<file path="config.mk">
export PLATFORM = sky130hd
export DESIGN_NAME = hermite_poly_eval_mod_unit
export DESIGN_NICKNAME = d
export VERILOG_FILES = /design/src/sv/hpe_pkg.sv /design/src/sv/hpe_mulmod.sv /design/src/sv/hermite_poly_eval_mod_unit.sv
export SDC_FILE = /design/constraint.sdc
export NUM_CORES = 2
export LEC_CHECK = 0
export BUFFER_PORTS_ARGS = -buffer_cell sky130_fd_sc_hd__clkbuf_2
export CELL_PAD_IN_SITES_DETAIL_PLACEMENT = 0
export CELL_PAD_IN_SITES_GLOBAL_PLACEMENT = 1
export CORE_ASPECT_RATIO = 0.5
export CORE_MARGIN = 3
export CORE_UTILIZATION = 49
export DETAILED_ROUTE_END_ITERATION = 6
export PLACE_DENSITY_LB_ADDON = 0.1
export SYNTH_ARGS = -nofsm -noshare
export SYNTH_HDL_FRONTEND = slang
export SYNTH_HIERARCHICAL = 1
export SYNTH_SLANG_ARGS = --single-unit
</file>
<file path="constraint.sdc">
create_clock -name clock -period 19.8 [get_ports clock]
set_input_delay 2.97 -clock clock [delete_from_list [all_inputs] [get_ports clock]]
set_output_delay 2.97 -clock clock [all_outputs]
set_load 0.05 [all_outputs]
</file>
<file path="src/sv/hpe_pkg.sv">
// Shared widths, types and constants for the Hermite polynomial evaluator.
package hpe_pkg;

   localparam int WORD_W     = 64;
   localparam int MAX_DEGREE = 1023;
   localparam int DEGREE_W   = $clog2(MAX_DEGREE + 1);
   localparam int BIT_CNT_W  = $clog2(WORD_W);

   typedef logic [WORD_W-1:0]   word_type;
   typedef logic [DEGREE_W-1:0] degree_type;

   // status of the shared modular multiplier
   typedef struct packed {
      logic busy;
      logic done;
   } mm_stat_type;

endpackage

</file>
<file path="src/sv/hpe_mulmod.sv">
// Bit-serial modular multiplier: acc = a * b mod m, one bit of b per cycle.
module hpe_mulmod (
   input  logic                clock,
   input  logic                reset,
   input  logic                start,
   input  hpe_pkg::word_type   a,
   input  hpe_pkg::word_type   b,
   input  hpe_pkg::word_type   m,
   output hpe_pkg::mm_stat_type stat,
   output hpe_pkg::word_type   result
);
   import hpe_pkg::*;

   word_type               acc_ff, acc_in;
   word_type               a_ff, a_in;
   word_type               b_ff, b_in;
   logic [BIT_CNT_W-1:0]   cnt_ff, cnt_in;
   logic                   run_ff, run_in;
   logic                   done_ff, done_in;

   logic [WORD_W:0] dbl_sum, dbl_red, add_sum, add_red;
   word_type        dbl_mod;

   // double, then add a when the current bit of b is set; both reduced by one subtract
   always_comb begin
      dbl_sum = {acc_ff, 1'b0};
      dbl_red = (dbl_sum >= {1'b0, m}) ? dbl_sum - {1'b0, m} : dbl_sum;
      dbl_mod = dbl_red[WORD_W-1:0];
      add_sum = {1'b0, dbl_mod} + {1'b0, a_ff};
      add_red = (add_sum >= {1'b0, m}) ? add_sum - {1'b0, m} : add_sum;
   end

   always_comb begin
      acc_in  = acc_ff;
      a_in    = a_ff;
      b_in    = b_ff;
      cnt_in  = cnt_ff;
      run_in  = run_ff;
      done_in = 1'b0;
      if (start) begin
         acc_in = '0;
         a_in   = a;
         b_in   = b;
         cnt_in = '0;
         run_in = 1'b1;
      end else if (run_ff) begin
         acc_in = b_ff[WORD_W-1] ? add_red[WORD_W-1:0] : dbl_mod;
         b_in   = {b_ff[WORD_W-2:0], 1'b0};
         cnt_in = cnt_ff + 1'b1;
         if (cnt_ff == BIT_CNT_W'(WORD_W - 1)) begin
            run_in  = 1'b0;
            done_in = 1'b1;
         end
      end
   end

   always_ff @(posedge clock) begin
      acc_ff <= acc_in;
      a_ff   <= a_in;
      b_ff   <= b_in;
      cnt_ff <= cnt_in;
      if (reset) begin
         run_ff  <= 1'b0;
         done_ff <= 1'b0;
      end else begin
         run_ff  <= run_in;
         done_ff <= done_in;
      end
   end

   assign stat.busy = run_ff;
   assign stat.done = done_ff;
   assign result    = acc_ff;

endmodule

</file>
<file path="src/sv/hermite_poly_eval_mod_unit.sv">
// Top level: probabilists' Hermite polynomial He_n(point) mod m by recurrence.
module hermite_poly_eval_mod_unit (
   input  logic                 clock,
   input  logic                 reset,
   input  logic                 start,
   output logic                 busy,
   input  hpe_pkg::degree_type  req_degree,
   input  hpe_pkg::word_type    req_point,
   output logic                 rsp_valid,
   output hpe_pkg::word_type    rsp_value_out,
   input  logic                 csr_we,
   input  hpe_pkg::word_type    csr_wdata
);
   // A transaction is taken when start is high and busy is low; its result
   // appears on rsp_value_out for exactly one cycle with rsp_valid, and the
   // receiver must take it then, as nothing holds it. Every product goes
   // through one shared bit-serial modular multiplier, so a transaction
   // first reduces the point and then runs two products per recurrence
   // step up to degree n. Busy stays high throughout the transaction. The
   // modulus register is written through csr_we and csr_wdata; the user must
   // write it only while busy is low, as the block does not enforce this.
   // A written zero acts as a modulus of one.
   import hpe_pkg::*;

   localparam logic [2:0] ST_IDLE   = 3'd0;
   localparam logic [2:0] ST_REDUCE = 3'd1;
   localparam logic [2:0] ST_CHECK  = 3'd2;
   localparam logic [2:0] ST_MUL1   = 3'd3;
   localparam logic [2:0] ST_MUL2   = 3'd4;

   logic [2:0]  state_ff, state_in;
   word_type    modulus_ff, modulus_in;
   degree_type  n_ff, n_in;
   degree_type  kcnt_ff, kcnt_in;
   word_type    kmod_ff, kmod_in;
   word_type    x_ff, x_in;
   word_type    prev_ff, prev_in;
   word_type    cur_ff, cur_in;
   word_type    xb_ff, xb_in;
   logic        valid_ff, valid_in;
   word_type    value_ff, value_in;

   logic        mm_start;
   word_type    mm_a, mm_b, mm_result;
   mm_stat_type mm_stat;

   word_type        one_mod, diff, kmod_next;
   logic [WORD_W:0] kmod_sum;

   hpe_mulmod u_mulmod (
      .clock  (clock),
      .reset  (reset),
      .start  (mm_start),
      .a      (mm_a),
      .b      (mm_b),
      .m      (modulus_ff),
      .stat   (mm_stat),
      .result (mm_result)
   );

   // 1 mod m, next k mod m, and x*He_k - k*He_{k-1} mod m
   always_comb begin
      one_mod   = (modulus_ff == WORD_W'(1)) ? '0 : WORD_W'(1);
      kmod_sum  = {1'b0, kmod_ff} + 1'b1;
      kmod_next = (kmod_sum == {1'b0, modulus_ff}) ? '0 : kmod_sum[WORD_W-1:0];
      diff      = (xb_ff >= mm_result) ? xb_ff - mm_result
                                       : xb_ff + (modulus_ff - mm_result);
   end

   // modulus register: a zero write stands for one
   always_comb begin
      modulus_in = modulus_ff;
      if (csr_we) begin
         modulus_in = (csr_wdata == '0) ? WORD_W'(1) : csr_wdata;
      end
   end

   // sequencer
   always_comb begin
      state_in = state_ff;
      n_in     = n_ff;
      kcnt_in  = kcnt_ff;
      kmod_in  = kmod_ff;
      x_in     = x_ff;
      prev_in  = prev_ff;
      cur_in   = cur_ff;
      xb_in    = xb_ff;
      valid_in = 1'b0;
      value_in = value_ff;
      mm_start = 1'b0;
      mm_a     = x_ff;
      mm_b     = cur_ff;
      unique case (state_ff)
         ST_IDLE: begin
            if (start) begin
               // reduce the point as 1 * point mod m
               n_in     = req_degree;
               mm_start = 1'b1;
               mm_a     = WORD_W'(1);
               mm_b     = req_point;
               state_in = ST_REDUCE;
            end
         end
         ST_REDUCE: begin
            if (mm_stat.done) begin
               x_in     = mm_result;
               cur_in   = mm_result;
               prev_in  = one_mod;
               kmod_in  = one_mod;
               kcnt_in  = DEGREE_W'(1);
               state_in = ST_CHECK;
            end
         end
         ST_CHECK: begin
            priority if (n_ff == '0) begin
               valid_in = 1'b1;
               value_in = one_mod;
               state_in = ST_IDLE;
            end else if (kcnt_ff == n_ff) begin
               valid_in = 1'b1;
               value_in = cur_ff;
               state_in = ST_IDLE;
            end else begin
               mm_start = 1'b1;
               state_in = ST_MUL1;
            end
         end
         ST_MUL1: begin
            if (mm_stat.done) begin
               // hold x*He_k and start k*He_{k-1}
               xb_in    = mm_result;
               mm_start = 1'b1;
               mm_a     = kmod_ff;
               mm_b     = prev_ff;
               state_in = ST_MUL2;
            end
         end
         ST_MUL2: begin
            if (mm_stat.done) begin
               // advance the recurrence one step
               prev_in  = cur_ff;
               cur_in   = diff;
               kmod_in  = kmod_next;
               kcnt_in  = kcnt_ff + 1'b1;
               state_in = ST_CHECK;
            end
         end
         default: begin
            state_in = ST_IDLE;
         end
      endcase
   end

   always_ff @(posedge clock) begin
      n_ff     <= n_in;
      kcnt_ff  <= kcnt_in;
      kmod_ff  <= kmod_in;
      x_ff     <= x_in;
      prev_ff  <= prev_in;
      cur_ff   <= cur_in;
      xb_ff    <= xb_in;
      value_ff <= value_in;
      if (reset) begin
         state_ff   <= ST_IDLE;
         valid_ff   <= 1'b0;
         modulus_ff <= WORD_W'(1);
      end else begin
         state_ff   <= state_in;
         valid_ff   <= valid_in;
         modulus_ff <= modulus_in;
      end
   end

   assign busy          = (state_ff != ST_IDLE);
   assign rsp_valid     = valid_ff;
   assign rsp_value_out = value_ff;

   // a result only leaves once the sequencer is back at rest
   a_rsp_idle: assert property (@(posedge clock) disable iff (reset)
      rsp_valid |-> (state_ff == ST_IDLE))
      else $error("result strobe outside idle");

   // results always lie below the modulus
   a_rsp_range: assert property (@(posedge clock) disable iff (reset)
      rsp_valid |-> (rsp_value_out < modulus_ff))
      else $error("result not reduced");

   // an accepted transaction always begins with the point reduction
   a_accept: assert property (@(posedge clock) disable iff (reset)
      (start && !busy) |=> (state_ff == ST_REDUCE))
      else $error("accepted transaction did not start reduction");

   // the multiplier is never restarted mid-product
   a_mm_start: assert property (@(posedge clock) disable iff (reset)
      mm_start |-> !mm_stat.busy)
      else $error("multiplier restarted while running");

   // a product only completes while the sequencer waits for one
   a_mm_done: assert property (@(posedge clock) disable iff (reset)
      mm_stat.done |-> (state_ff == ST_REDUCE || state_ff == ST_MUL1 ||
                        state_ff == ST_MUL2))
      else $error("unexpected product completion");

endmodule

</file>
==> impl_metrics.tcl <==
set metrics [dict create \
    start_util_pct 49.7 \
    tightest_slew_ns 1.21 \
    path_delay_family "compound AO/OA/AOI/OAI gates" \
    hp-class "register to register" \
    grt_first_pass_wirelength_mm 303 \
    rsz0062_at_grt "false" \
    dieWidth_um 469 \
    syn-num-nets 6398 \
    slowest_delay_ns 0.75 \
    end_kind "register" \
    core_area_um2 106000 \
    path_max_fanout 76 \
    critPathLaunchType "register" \
    cts_tree "built" \
    setup_tns_ns 0 \
    vias 47998 \
    place_area_um2 54600 \
    crit_type "register to register" \
    postSynthAreaPerCell_um2 8.93 \
    required_ns 20.32 \
    netlist_area_um2 52400 \
    rows 84 \
    post_drt_wl_per_cell_um 29.0 \
    ctsHtreeMaxLevel 3 \
    pre_cts_ws_ns 8.45 \
    dieArea_um2 111000 \
    nFillCells 9811 \
    violations "design-rule violations" \
    clockBufferDepth 3 \
    slew_headroom_pct 19.3 \
    grt_overflow 0 \
    gp_congestion 1.08 \
    routed_wl_mm 214 \
    cts-root-buf "clkbuf_16" \
    netlist_instances 5866 \
    fin_crit_sh_pct 59.6 \
    path_buf_inv 5 \
    hold_buffers 0 \
    clock-sinks 672 \
    ys_warn_count 6 \
    outcome "complete, but fails checks" \
    setup_viol 0 \
    slew_viol_final 0 \
    timing.final.ws_setup_ns 8.00 \
    io_pins 208 \
    ant_nets 0 \
    grtUsageTotal_pct 37.2 \
    fin_nets 6439 \
    antenna_found_initial 13 \
    final.setup_skew_ns 0.0316 \
    finalCriticalPeriod_ns 11.80 \
    worstPathArrival_ns 12.32 \
    insertion_delay_ns 0.69 \
    clk_pin_slew_ns 0.07 \
    numPortBuffers 207 \
    grt_pass1_vias 43660 \
    cp_slowest_cell "buf_4" \
    drt-initial-drc-count 7053 \
    first_pass_iters 7 \
    hold-worst-slack_ns 0.537 \
    postCtsSetupBuffers 0 \
    drive_above_1_share_pct 9.55 \
    cts_resized 0 \
    hold_violations 0 \
    viasPerCell 6.50 \
    postLayoutCellArea_um2 56800 \
    fmax_mhz 84.8 \
    hpwl_mm 169 \
    die_y_um 237 \
    route.detailed.drc 2 \
    area_growth_pct 8.41 \
    maxCapViolCount 0 \
    numCtsBuffers 68 \
    grt_max_degree 81 \
]
-- area by class of cell --
class	instances	area (um^2)	share of cell area, %
clock inverters	46	388	0.683
repair buffers	294	1690	2.98
well taps	1419	1780	3.12
multi-input cells	4334	30400	53.5
diodes	1	2.50	0.00440
inverters	537	2020	3.55
flip-flops and latches	672	18800	33.1
clock buffers	78	1790	3.15
-- path summary, 6_finish.rpt --
kind                       from                  to  slack, ns  cells after the start
max              modulus_ff[24]  u_mulmod/result[0]       8.00                     35
min          u_mulmod/cnt_ff[5]  u_mulmod/cnt_ff[5]       0.54                      2
max reg2reg      modulus_ff[24]  u_mulmod/result[0]       8.00                     35
min reg2reg  u_mulmod/cnt_ff[5]  u_mulmod/cnt_ff[5]       0.54                      2
-- through the flow --
stage	util, %	instances
finish	53.8	7381
global route	53.8	7381
CTS	53.8	7380
detailed placement	51.8	7256
global placement	51.8	7256
floorplan	-	5866
-- worst reg2reg max path: cells and delay by family (launching register included) --
kind	cells	cell delay, ns
compound gates	16	4.78
xor+xnor	1	0.37
fa+ha+maj	4	1.53
buf+inv	5	1.83
flops	1	0.62
simple gates	9	2.54
-- cell usage in the layout, fill, tap and decap left out, types with 32 or more instances in the layout --
| cell | instances |
|---|---|
| a31oi_1 | 40 |
| clkbuf_2 | 206 |
| a22o_1 | 66 |
| inv_1 | 535 |
| o211ai_1 | 72 |
| o21ai_0 | 347 |
| xor2_1 | 166 |
| clkbuf_16 | 68 |
| and2_1 | 100 |
| nor4_1 | 67 |
| a21o_1 | 135 |
| nand3_1 | 115 |
| a211oi_1 | 56 |
| mux2i_1 | 96 |
| mux2_2 | 86 |
| o21bai_1 | 66 |
| a222oi_1 | 64 |
| nor2_1 | 462 |
| xnor2_1 | 251 |
| nand4_1 | 148 |
| a21oi_1 | 467 |
| fa_1 | 67 |
| and3_1 | 108 |
| nor3_1 | 88 |
| edfxtp_1 | 532 |
| or3_1 | 32 |
| ha_1 | 323 |
| nand2_1 | 431 |
| o21a_1 | 48 |
| dfxtp_1 | 139 |
| buf_4 | 88 |
-- metal layers --
layer	global-route usage (%)	routed length, um
met2	46.7	78000
met4	8.81	5560
met3	15.2	33400
met5	0	21
met1	57.7	97200
Power is left out: the tool's default activity adds up to more than one toggle a clock period on the data nets, which glitch-free logic cannot reach.
